<file path="src/design/gwmc_pkg.sv">
package gwmc_pkg;

   // Item actions.
   localparam logic [1:0] ACT_CLEAR = 2'd0;
   localparam logic [1:0] ACT_ACCUM = 2'd1;
   localparam logic [1:0] ACT_XFORM = 2'd2;
   localparam logic [1:0] ACT_NONE  = 2'd3;

   // Result error codes.
   localparam logic [1:0] ERR_OK       = 2'd0;
   localparam logic [1:0] ERR_GROUPS   = 2'd1;
   localparam logic [1:0] ERR_ZERO_DIV = 2'd2;

   // Configuration register indexes.
   localparam int unsigned CSR_IDX_BITS = 3;
   localparam logic [CSR_IDX_BITS-1:0] CSR_BETWEEN  = 3'd0;
   localparam logic [CSR_IDX_BITS-1:0] CSR_KEEP_ALL = 3'd1;
   localparam logic [CSR_IDX_BITS-1:0] CSR_SKIP     = 3'd2;
   localparam logic [CSR_IDX_BITS-1:0] CSR_WEIGHTS  = 3'd3;
   localparam logic [CSR_IDX_BITS-1:0] CSR_GROUPS   = 3'd4;

   // How the response register is loaded.
   typedef logic [1:0] rsp_kind_type;
   localparam rsp_kind_type RSP_EARLY   = 2'd0;
   localparam rsp_kind_type RSP_ZERO_TW = 2'd1;
   localparam rsp_kind_type RSP_FINAL   = 2'd2;

   // Commands from the controller to the datapath.
   typedef struct packed {
      logic         latch;
      logic         clr_wr;
      logic         mem_rd;
      logic         acc_upd;
      logic         div_start;
      logic         div_total;
      logic         mean_g_ld;
      logic         mean_t_ld;
      logic         rsp_ld;
      rsp_kind_type rsp_kind;
   } ctrl_cmd_type;

   // Status from the datapath to the controller.
   typedef struct packed {
      logic [1:0] action;
      logic       g_ok;
      logic       clr_last;
      logic       early;
      logic       need_total;
      logic       tw_zero;
      logic       div_done;
   } dp_status_type;

endpackage

</file>
<file path="src/design/gwmc_ctrl.sv">
module gwmc_ctrl (
   input  logic                    clock,
   input  logic                    reset,
   input  logic                    start,
   output logic                    busy,
   input  gwmc_pkg::dp_status_type status,
   output gwmc_pkg::ctrl_cmd_type  cmd
);

   localparam logic [2:0] S_CLR  = 3'd0;
   localparam logic [2:0] S_IDLE = 3'd1;
   localparam logic [2:0] S_DEC  = 3'd2;
   localparam logic [2:0] S_EVAL = 3'd3;
   localparam logic [2:0] S_DIVG = 3'd4;
   localparam logic [2:0] S_TCHK = 3'd5;
   localparam logic [2:0] S_DIVT = 3'd6;
   localparam logic [2:0] S_OUT  = 3'd7;

   logic [2:0] state_ff, state_in;

   // Sequencing of one item at a time.
   always_comb begin
      state_in     = state_ff;
      cmd          = '0;
      cmd.rsp_kind = gwmc_pkg::RSP_EARLY;
      case (state_ff)
         S_CLR: begin
            cmd.clr_wr = 1'b1;
            if (status.clr_last) state_in = S_IDLE;
         end
         S_IDLE: begin
            if (start) begin
               cmd.latch = 1'b1;
               state_in  = S_DEC;
            end
         end
         S_DEC: begin
            case (status.action)
               gwmc_pkg::ACT_CLEAR: state_in = S_CLR;
               gwmc_pkg::ACT_ACCUM: begin
                  cmd.mem_rd = 1'b1;
                  state_in   = status.g_ok ? S_EVAL : S_IDLE;
               end
               gwmc_pkg::ACT_XFORM: begin
                  cmd.mem_rd = 1'b1;
                  state_in   = S_EVAL;
               end
               default: state_in = S_IDLE;
            endcase
         end
         S_EVAL: begin
            if (status.action == gwmc_pkg::ACT_ACCUM) begin
               cmd.acc_upd = 1'b1;
               state_in    = S_IDLE;
            end else if (status.early) begin
               cmd.rsp_ld = 1'b1;
               state_in   = S_IDLE;
            end else begin
               cmd.div_start = 1'b1;
               state_in      = S_DIVG;
            end
         end
         S_DIVG: begin
            if (status.div_done) begin
               cmd.mean_g_ld = 1'b1;
               state_in      = status.need_total ? S_TCHK : S_OUT;
            end
         end
         S_TCHK: begin
            if (status.tw_zero) begin
               cmd.rsp_ld   = 1'b1;
               cmd.rsp_kind = gwmc_pkg::RSP_ZERO_TW;
               state_in     = S_IDLE;
            end else begin
               cmd.div_start = 1'b1;
               cmd.div_total = 1'b1;
               state_in      = S_DIVT;
            end
         end
         S_DIVT: begin
            cmd.div_total = 1'b1;
            if (status.div_done) begin
               cmd.mean_t_ld = 1'b1;
               state_in      = S_OUT;
            end
         end
         S_OUT: begin
            cmd.rsp_ld   = 1'b1;
            cmd.rsp_kind = gwmc_pkg::RSP_FINAL;
            state_in     = S_IDLE;
         end
         default: state_in = S_IDLE;
      endcase
   end

   always_ff @(posedge clock) begin
      if (reset) begin
         state_ff <= S_CLR;
      end else begin
         state_ff <= state_in;
      end
   end

   assign busy = (state_ff != S_IDLE);

   // An item is taken only when idle; a response never comes out of a sweep.
   a_latch_idle: assert property (@(posedge clock) disable iff (reset)
      cmd.latch |-> (state_ff == S_IDLE && start))
      else $error("item taken while busy");
   a_sweep_quiet: assert property (@(posedge clock) disable iff (reset)
      cmd.clr_wr |-> (!cmd.rsp_ld && !cmd.acc_upd && !cmd.div_start))
      else $error("table sweep overlaps other work");
   a_after_rsp: assert property (@(posedge clock) disable iff (reset)
      cmd.rsp_ld |=> (state_ff == S_IDLE))
      else $error("controller not idle after response");

endmodule

</file>
<file path="config.mk">
export PLATFORM = sky130hd
export DESIGN_NAME = gwmc_ctrl
export DESIGN_NICKNAME = d
export VERILOG_FILES = /design/src/design/gwmc_pkg.sv /design/src/design/gwmc_ctrl.sv
export SDC_FILE = /design/constraint.sdc
export NUM_CORES = 1
export LEC_CHECK = 0
export ABC_CLOCK_PERIOD_IN_PS = 1600
export BUFFER_PORTS_ARGS = -buffer_cell sky130_fd_sc_hd__buf_2
export CORE_AREA = 2 2 39 41
export DETAILED_ROUTE_END_ITERATION = 8
export DIE_AREA = 0 0 41 43
export GPL_ROUTABILITY_DRIVEN = 0
export GPL_TIMING_DRIVEN = 1
export PLACE_DENSITY_LB_ADDON = 0.3
export SLEW_MARGIN = 20
export SYNTH_ARGS = -nofsm -noshare
export SYNTH_HDL_FRONTEND = slang
export SYNTH_SLANG_ARGS = --single-unit
</file>
<file path="constraint.sdc">
create_clock -name clock -period 1.6 [get_ports clock]
set_input_delay 0.08 -clock clock [delete_from_list [all_inputs] [get_ports clock]]
set_output_delay 0.08 -clock clock [all_outputs]
set_load 0.03 [all_outputs]
</file>
==> impl_summary.txt, run 1 <==
----------------------------------------------------
[Cells and area]
  Flip-flop and latch area ... 62.6 sq um
  Final net count ... 96
  Register with the highest flop count ... state_ff
  Layout overhead on the synthesized area ... 31.5%
  Filler cell count ... 155
  Antenna cells ... 0
  Area used by multi-input combinational logic ... 320 sq um
  Leading registers by flop count ... state_ff (3)
  Layout cells sized above 1 ... 0.415
  Max reg flops ... 3

[GRT]
  Vias in the first global route ... 400
  Wire length of the first global-routing pass ... 1.66 mm
  Global-route usage over all layers ... 0.136
  Pin count of the biggest net entering global routing ... 18
  Antenna violations before repair ... 0
  Overflow left after global routing ... 0

[Setup path]
  Number of cells on the worst reg-to-reg path ... 3
  CP required ... 1.52 ns
  Data arrival time at the worst-slack endpoint ... 1.43 ns
  Worst path bufs/invs ... 1
  Critical path endpoint category ... output port
  CP delay by family, top ... simple AND/OR/NAND/NOR gates
  FF-to-FF End ... state_ff[1]
  CP max FO ... 13
  Slowest cell on the critical path ... sky130_fd_sc_hd__dfxtp_2
  Delay contributed by the slowest stage of the critical path ... 0.43 ns
  Launch point of the worst reg-to-reg path ... state_ff[1]
  Category of the worst setup path launch point ... register
  Type of the setup path with the least slack ... register to output port
  Worst-path cell chain ... or2b_1, nor3b_1, buf_2
  Register-to-register setup slack ... 0.37 ns

[Floorplanning]
  Floorplan Core Area ... 1380 sq um
  Count of boundary I/O pins ... 23
  Row cnt ... 14
  Die footprint ... 1760 sq um
  Die H ... 43 microns
  Starting Density ... 0.313
  Die width ... 41 microns

[Power]
  Combinational Power Share ... 0.293
  Switching Fraction ... 0.341
  Power share of the clock group ... 0.445
  Proportion of power drawn by flip-flops and latches ... 0.262
  Maximum vdd ir drop ... 0.319 mV
  Switching component of the power ... 110 uW
  Total leakage power ... 0.000279 uW
  Cell area power density ... 565 nW/um^2
  Internal cell power ... 212 uW

[STA]
  RSZ-0062 raised after global routing ... no
  Number of failing hold endpoints at the final stage ... 0
  FMAX ... 662 MHz
  Worst Clk Skew ... 0.00109 ns
  Total negative slack ... 0 ns
  Least-Margin Pin Slew ... 0.301 ns
  Period utilisation layout ... 0.945
  Endpoints failing setup ... 0
  Pins Over Slew Limit ... 0
  Worst max-slew margin expressed relative to the limit ... 0.799
  Setup ws final ... 0.0885 ns
  Final Critical Period ... 1.51 ns

[Detailed routing]
  Iteration-0 DRC count of the detailed router ... 9
  Total wirelength of the detailed-routed design ... 1.12 mm
  Number of design rule violations left after detail routing ... 0
  Wire length per cell after detailed routing ... 11.4 microns
  Count of antenna-violating nets left after detailed routing ... 0
  Total via count in the routed design ... 496
  First-pass DRT Iterations ... 4
  Drt via density ... 5.06

[Yosys]
  Part of the Yosys area used for sequential elements ... 0.139
  Share of Yosys cell area claimed by the top area cell type ... 0.139
  Number of warning messages in the yosys log ... 0
  Top cell type by total area after synthesis ... sky130_fd_sc_hd__dfxtp_1
  Post-synthesis cell count ... 58
  Mean instance size in the synthesized netlist ... 7.46 sq um
  Largest cells by area after synthesis ... sky130_fd_sc_hd__dfxtp_1 14%, sky130_fd_sc_hd__nand2b_1 7.2%, sky130_fd_sc_hd__nor2_1 6.1%
  Number of different library cells in the post-synthesis netlist ... 32
  Register bit total from synthesis ... 3
  Asr flop ratio synth ... 0
  Cell Area, Synth ... 433 sq um
  Number of flops mapped to enable cells by yosys ... 0
  Most used flip-flop cell after synthesis ... sky130_fd_sc_hd__dfxtp_1
  Synth Net Count ... 71

[Clock network]
  Master cell of the clock root buffer ... sky130_fd_sc_hd__clkbuf_4
  Level count of the clock H-tree ... 1
  Clock Path Buffers ... 2
  Clock-pin slew reported for the worst setup and hold paths after clock tree synthesis ... 0.04 ns
  Cts-stage hold buffer count ... 0
  Clk_lat worst skew ... 0.24 ns
  Total CTS buffers ... 3
  Sinks on the clock net ... 3
  TritonCTS clock tree ... yes

[Worst hold path]
  Min-Delay Startpoint ... reset
  Worst hold endpoint ... state_ff[2]
  Worst min-delay path class ... primary input to register
  Count of cells along the worst hold path ... 2

[Outcome]
  Result of the run ... finished clean

[Flow run]
  Number of max-cap violations ... 0

[Place]
  Pre-CTS setup slack ... 0.198 ns
  HPWL Detailed ... 851 microns
  # port buffers ... 22

----------------------------------------------------
-- layout by cell type, fill, tap and decap left out, types with 2 or more instances in the layout --
| cell | count |
|---|---|
| sky130_fd_sc_hd__clkbuf_4 | 3 |
| sky130_fd_sc_hd__buf_2 | 22 |
| sky130_fd_sc_hd__nor2b_1 | 2 |
| sky130_fd_sc_hd__nor3_1 | 2 |
| sky130_fd_sc_hd__inv_1 | 5 |
| sky130_fd_sc_hd__a211oi_1 | 2 |
| sky130_fd_sc_hd__nand2b_1 | 5 |
| sky130_fd_sc_hd__o21ai_1 | 2 |
| sky130_fd_sc_hd__dfxtp_2 | 2 |
| sky130_fd_sc_hd__or2b_1 | 2 |
| sky130_fd_sc_hd__a21oi_1 | 3 |
| sky130_fd_sc_hd__nor2_1 | 7 |
| sky130_fd_sc_hd__nand2_1 | 2 |
| sky130_fd_sc_hd__ha_1 | 2 |
-- power groups by stage --
stage	registers [uW]	logic [uW]	clock network, uW
after floorplan	83.7	63.6	0
after global placement	85.1	93.8	0
after detailed placement	84.9	94.4	0
after CTS	84.1	94.8	148
after global routing	85.0	103	153
final	84.2	94.3	143
-- what timing repair did --
item                                    4_1_cts  5_1_grt
setup buffers                                 0        0
gates resized for setup                       1        1
cloned                                        0        0
endpoints found under the setup margin        1        2
-- synth_stat cells (all sizes together) (2+ instances only) --
cell type  n
nor2       7
inv        6
nand2b     5
a21oi      4
buf        3
dfxtp      3
o21ai      3
a211oi     2
ha         2
nand2      2
nor2b      2
nor3       2
nor3b      2
or2b       2
-- layer usage --
metal,vias to the layer above,global-route usage,part of all wire
li1,253,-,-
met1,227,0.188,0.44
met2,16,0.191,0.49
met3,0,0.0628,0.075
met4,0,0.0267,0
met5,-,0,0
-- worst max path at each step --
stage,from,endpoint,slack [ns],cells after the start
after floorplan,state_ff[1],cmd[8],0.14,2
after global placement,state_ff[1],cmd[8],0.22,3
after detailed placement,state_ff[1],cmd[8],0.20,3
after CTS,state_ff[2],cmd[6],0.03,4
after global routing,state_ff[1],cmd[8],0.001,3
final,state_ff[1],cmd[8],0.09,3
-- stage by stage --
step | total power, uW | utilization | cell area, sq um | instances | hold slack [ns]
final | 322 | 0.411 | 569 | 98 | 0.0359
after global routing | 341 | 0.411 | 569 | 98 | 0.0372
after CTS | 327 | 0.410 | 568 | 98 | 0.0319
after detailed placement | 179 | 0.391 | 541 | 94 | 0.287
after global placement | 179 | 0.391 | 541 | 94 | 0.283
after floorplan | 147 | - | 433 | 58 | 0.148
-- layout make-up --
cell class	count	share of cell area
multi-input cells	46	0.563
repair buffers	23	0.207
flip-flops and latches	3	0.110
clock buffers	4	0.0462
inverters	6	0.0396
well taps	16	0.0352
-- logic make-up (layout without fill, tap and decap cells) --
kind of cell | after synthesis | count (layout) | synth area share
AOI/OAI and AO/OA | 16 | 16 | 0.275
buffers and inverters | 9 | 33 | 0.121
and+or+nand+nor | 28 | 28 | 0.408
adders and majority gates | 2 | 2 | 0.0578
DFF | 3 | 3 | 0.139
(Power assumes the default switching activity.)
==> inputs of run 2 (changes only) <==
--- a/config.mk
+++ b/config.mk
@@ -12,7 +12,8 @@
 export DIE_AREA = 0 0 41 43
 export GPL_ROUTABILITY_DRIVEN = 0
 export GPL_TIMING_DRIVEN = 1
-export PLACE_DENSITY_LB_ADDON = 0.3
+export HOLD_SLACK_MARGIN = 0.02
+export PLACE_DENSITY = 0.66
 export SLEW_MARGIN = 20
 export SYNTH_ARGS = -nofsm -noshare
 export SYNTH_HDL_FRONTEND = slang
==> impl_summary.txt, run 2 (synthesized netlist as in run 1, its figures left out) <==
----------------------------------------------------
[Detailed routing]
  Count of antenna-violating nets left after detailed routing ... 0 (unchanged)
  Number of design rule violations left after detail routing ... 0 (unchanged)
  Total wirelength of the detailed-routed design ... 1.08 mm (-3.1%)
  Iteration-0 DRC count of the detailed router ... 8 (-1)
  Drt via density ... 5.14 (+1.6%)
  First-pass DRT Iterations ... 4 (unchanged)
  Wire length per cell after detailed routing ... 11.0 microns (-3.1%)
  Total via count in the routed design ... 504 (+1.6%)

[Cells and area]
  Flip-flop and latch area ... 62.6 sq um (unchanged)
  Layout cells sized above 1 ... 0.415 (unchanged)
  Final Non-Filler Cells ... 98 (unchanged)
  Area used by multi-input combinational logic ... 320 sq um (unchanged)
  Register with the highest flop count ... state_ff
  Highest-count cells in the layout ignoring fill and taps ... 22 x sky130_fd_sc_hd__buf_2, 7 x sky130_fd_sc_hd__nor2_1, 5 x sky130_fd_sc_hd__inv_1, 5 x sky130_fd_sc_hd__nand2b_1
  Leading registers by flop count ... state_ff (3)
  Most frequent standard cell in the layout excluding fill and tap cells ... sky130_fd_sc_hd__buf_2
  Filler cell count ... 159 (+2.6%)
  Max reg flops ... 3 (unchanged)
  Layout overhead on the synthesized area ... 31.5% (unchanged)
  Final net count ... 96 (unchanged)
  Antenna cells ... 0 (unchanged)

[Floorplanning]
  Floorplan Core Area ... 1380 sq um (unchanged)
  Die H ... 43 microns (unchanged)
  Die footprint ... 1760 sq um (unchanged)
  Row cnt ... 14 (unchanged)
  Count of boundary I/O pins ... 23 (unchanged)
  Die width ... 41 microns (unchanged)
  Starting Density ... 0.313 (unchanged)

[STA]
  Number of failing hold endpoints at the final stage ... 0 (unchanged)
  Final Critical Period ... 1.50 ns (-0.0132 ns)
  Pins Over Slew Limit ... 0 (unchanged)
  Worst max-slew margin expressed relative to the limit ... 0.798 (-0.00161)
  Total negative slack ... 0 ns (unchanged)
  Worst Clk Skew ... 0.00565 ns (+0.00455 ns)
  Setup ws final ... 0.102 ns (+0.0132 ns)
  FMAX ... 667 MHz (+0.88%)
  Endpoints failing setup ... 0 (unchanged)
  Least-Margin Pin Slew ... 0.303 ns (+0.00200 ns)
  RSZ-0062 raised after global routing ... no
  Period utilisation layout ... 0.936 (-0.00827)

[Clock network]
  Post-cts resize count ... 1 (unchanged)
  Setup bufs post-CTS ... 0 (unchanged)
  Cts-stage hold buffer count ... 0 (unchanged)
  TritonCTS clock tree ... yes
  Master cell of the clock root buffer ... sky130_fd_sc_hd__clkbuf_4
  Clk_lat worst skew ... 0.24 ns (about the same)
  Sinks on the clock net ... 3 (unchanged)
  Total CTS buffers ... 3 (unchanged)
  Level count of the clock H-tree ... 1 (unchanged)
  Clock-pin slew reported for the worst setup and hold paths after clock tree synthesis ... 0.04 ns (about the same)
  Clock Path Buffers ... 2 (unchanged)

[Worst hold path]
  Worst min-delay path class ... primary input to register

[Place]
  Number of placed instances with taps included ... 94 (unchanged)
  HPWL Detailed ... 850 microns (-0.14%)
  # port buffers ... 22 (unchanged)
  Pre-CTS setup slack ... 0.206 ns (+0.00779 ns)

[Power]
  Total leakage power ... 0.000279 uW (unchanged)
  Cell area power density ... 552 nW/um^2 (-2.4%)
  Maximum vdd ir drop ... 0.422 mV (+32%)
  Overall power of the completed layout ... 314 uW (-2.4%)

[GRT]
  Wire length of the first global-routing pass ... 1.61 mm (-2.5%)
  Antenna violations before repair ... 0 (unchanged)
  Vias in the first global route ... 405 (+1.3%)
  Overflow left after global routing ... 0 (unchanged)
  Pin count of the biggest net entering global routing ... 18 (unchanged)
  Global-route usage over all layers ... 0.133 (-0.00300)

[Setup path]
  Type of the setup path with the least slack ... register to output port
  Critical path endpoint category ... output port
  CP max FO ... 13 (unchanged)
  Category of the worst setup path launch point ... register
  CP required ... 1.52 ns (about the same)
  Register-to-register setup slack ... 0.38 ns (about the same)
  Data arrival time at the worst-slack endpoint ... 1.42 ns (about the same)

[Outcome]
  Result of the run ... finished clean

[Flow run]
  Number of max-cap violations ... 0 (unchanged)

----------------------------------------------------
## run 2: final cells by class
type                       count  share of cell area
multi-input combinational     46               0.563
timing repair buffer          23               0.207
sequential                     3               0.110
clock buffer                   4              0.0462
inverter                       6              0.0396
tap                           16              0.0352
## run 2: worst max-delay path, stage by stage (launching register included)
cell and delay (ns):
sky130_fd_sc_hd__dfxtp_2 0.45, sky130_fd_sc_hd__or2b_1 0.30, sky130_fd_sc_hd__nor3b_1 0.21, sky130_fd_sc_hd__buf_2 0.23
## run 2: final timing paths
path	start	cells past startpoint	end
setup / recovery	state_ff[1]	3	cmd[8]
hold / removal	reset	2	state_ff[0]
setup reg to reg	state_ff[0]	3	state_ff[1]
hold reg to reg	state_ff[2]	2	state_ff[2]
## run 2: stage by stage
stage                     hold slack [ns]  instance area, sq um  utilization
after detailed placement            0.286                   541        0.391
after global placement              0.281                   541        0.391
after global routing               0.0372                   569        0.411
after CTS                          0.0319                   568        0.410
final                              0.0387                   569        0.411
after floorplan                     0.148                   433            -
## run 2: power by group
part / internal [uW] / switching (uW) / total (uW)
Sequential: 78.5 / 8.35 / 86.9
Combinational: 39.3 / 52.0 / 91.3
Clock: 93.7 / 42.3 / 136
## run 2: metal layers
metal  GRT usage  up-vias  share of wire
li1            -      256              -
met1       0.172      226           0.45
met2       0.188       22           0.47
met3      0.0681        0          0.076
met4      0.0400        0              0
met5           0        -              0
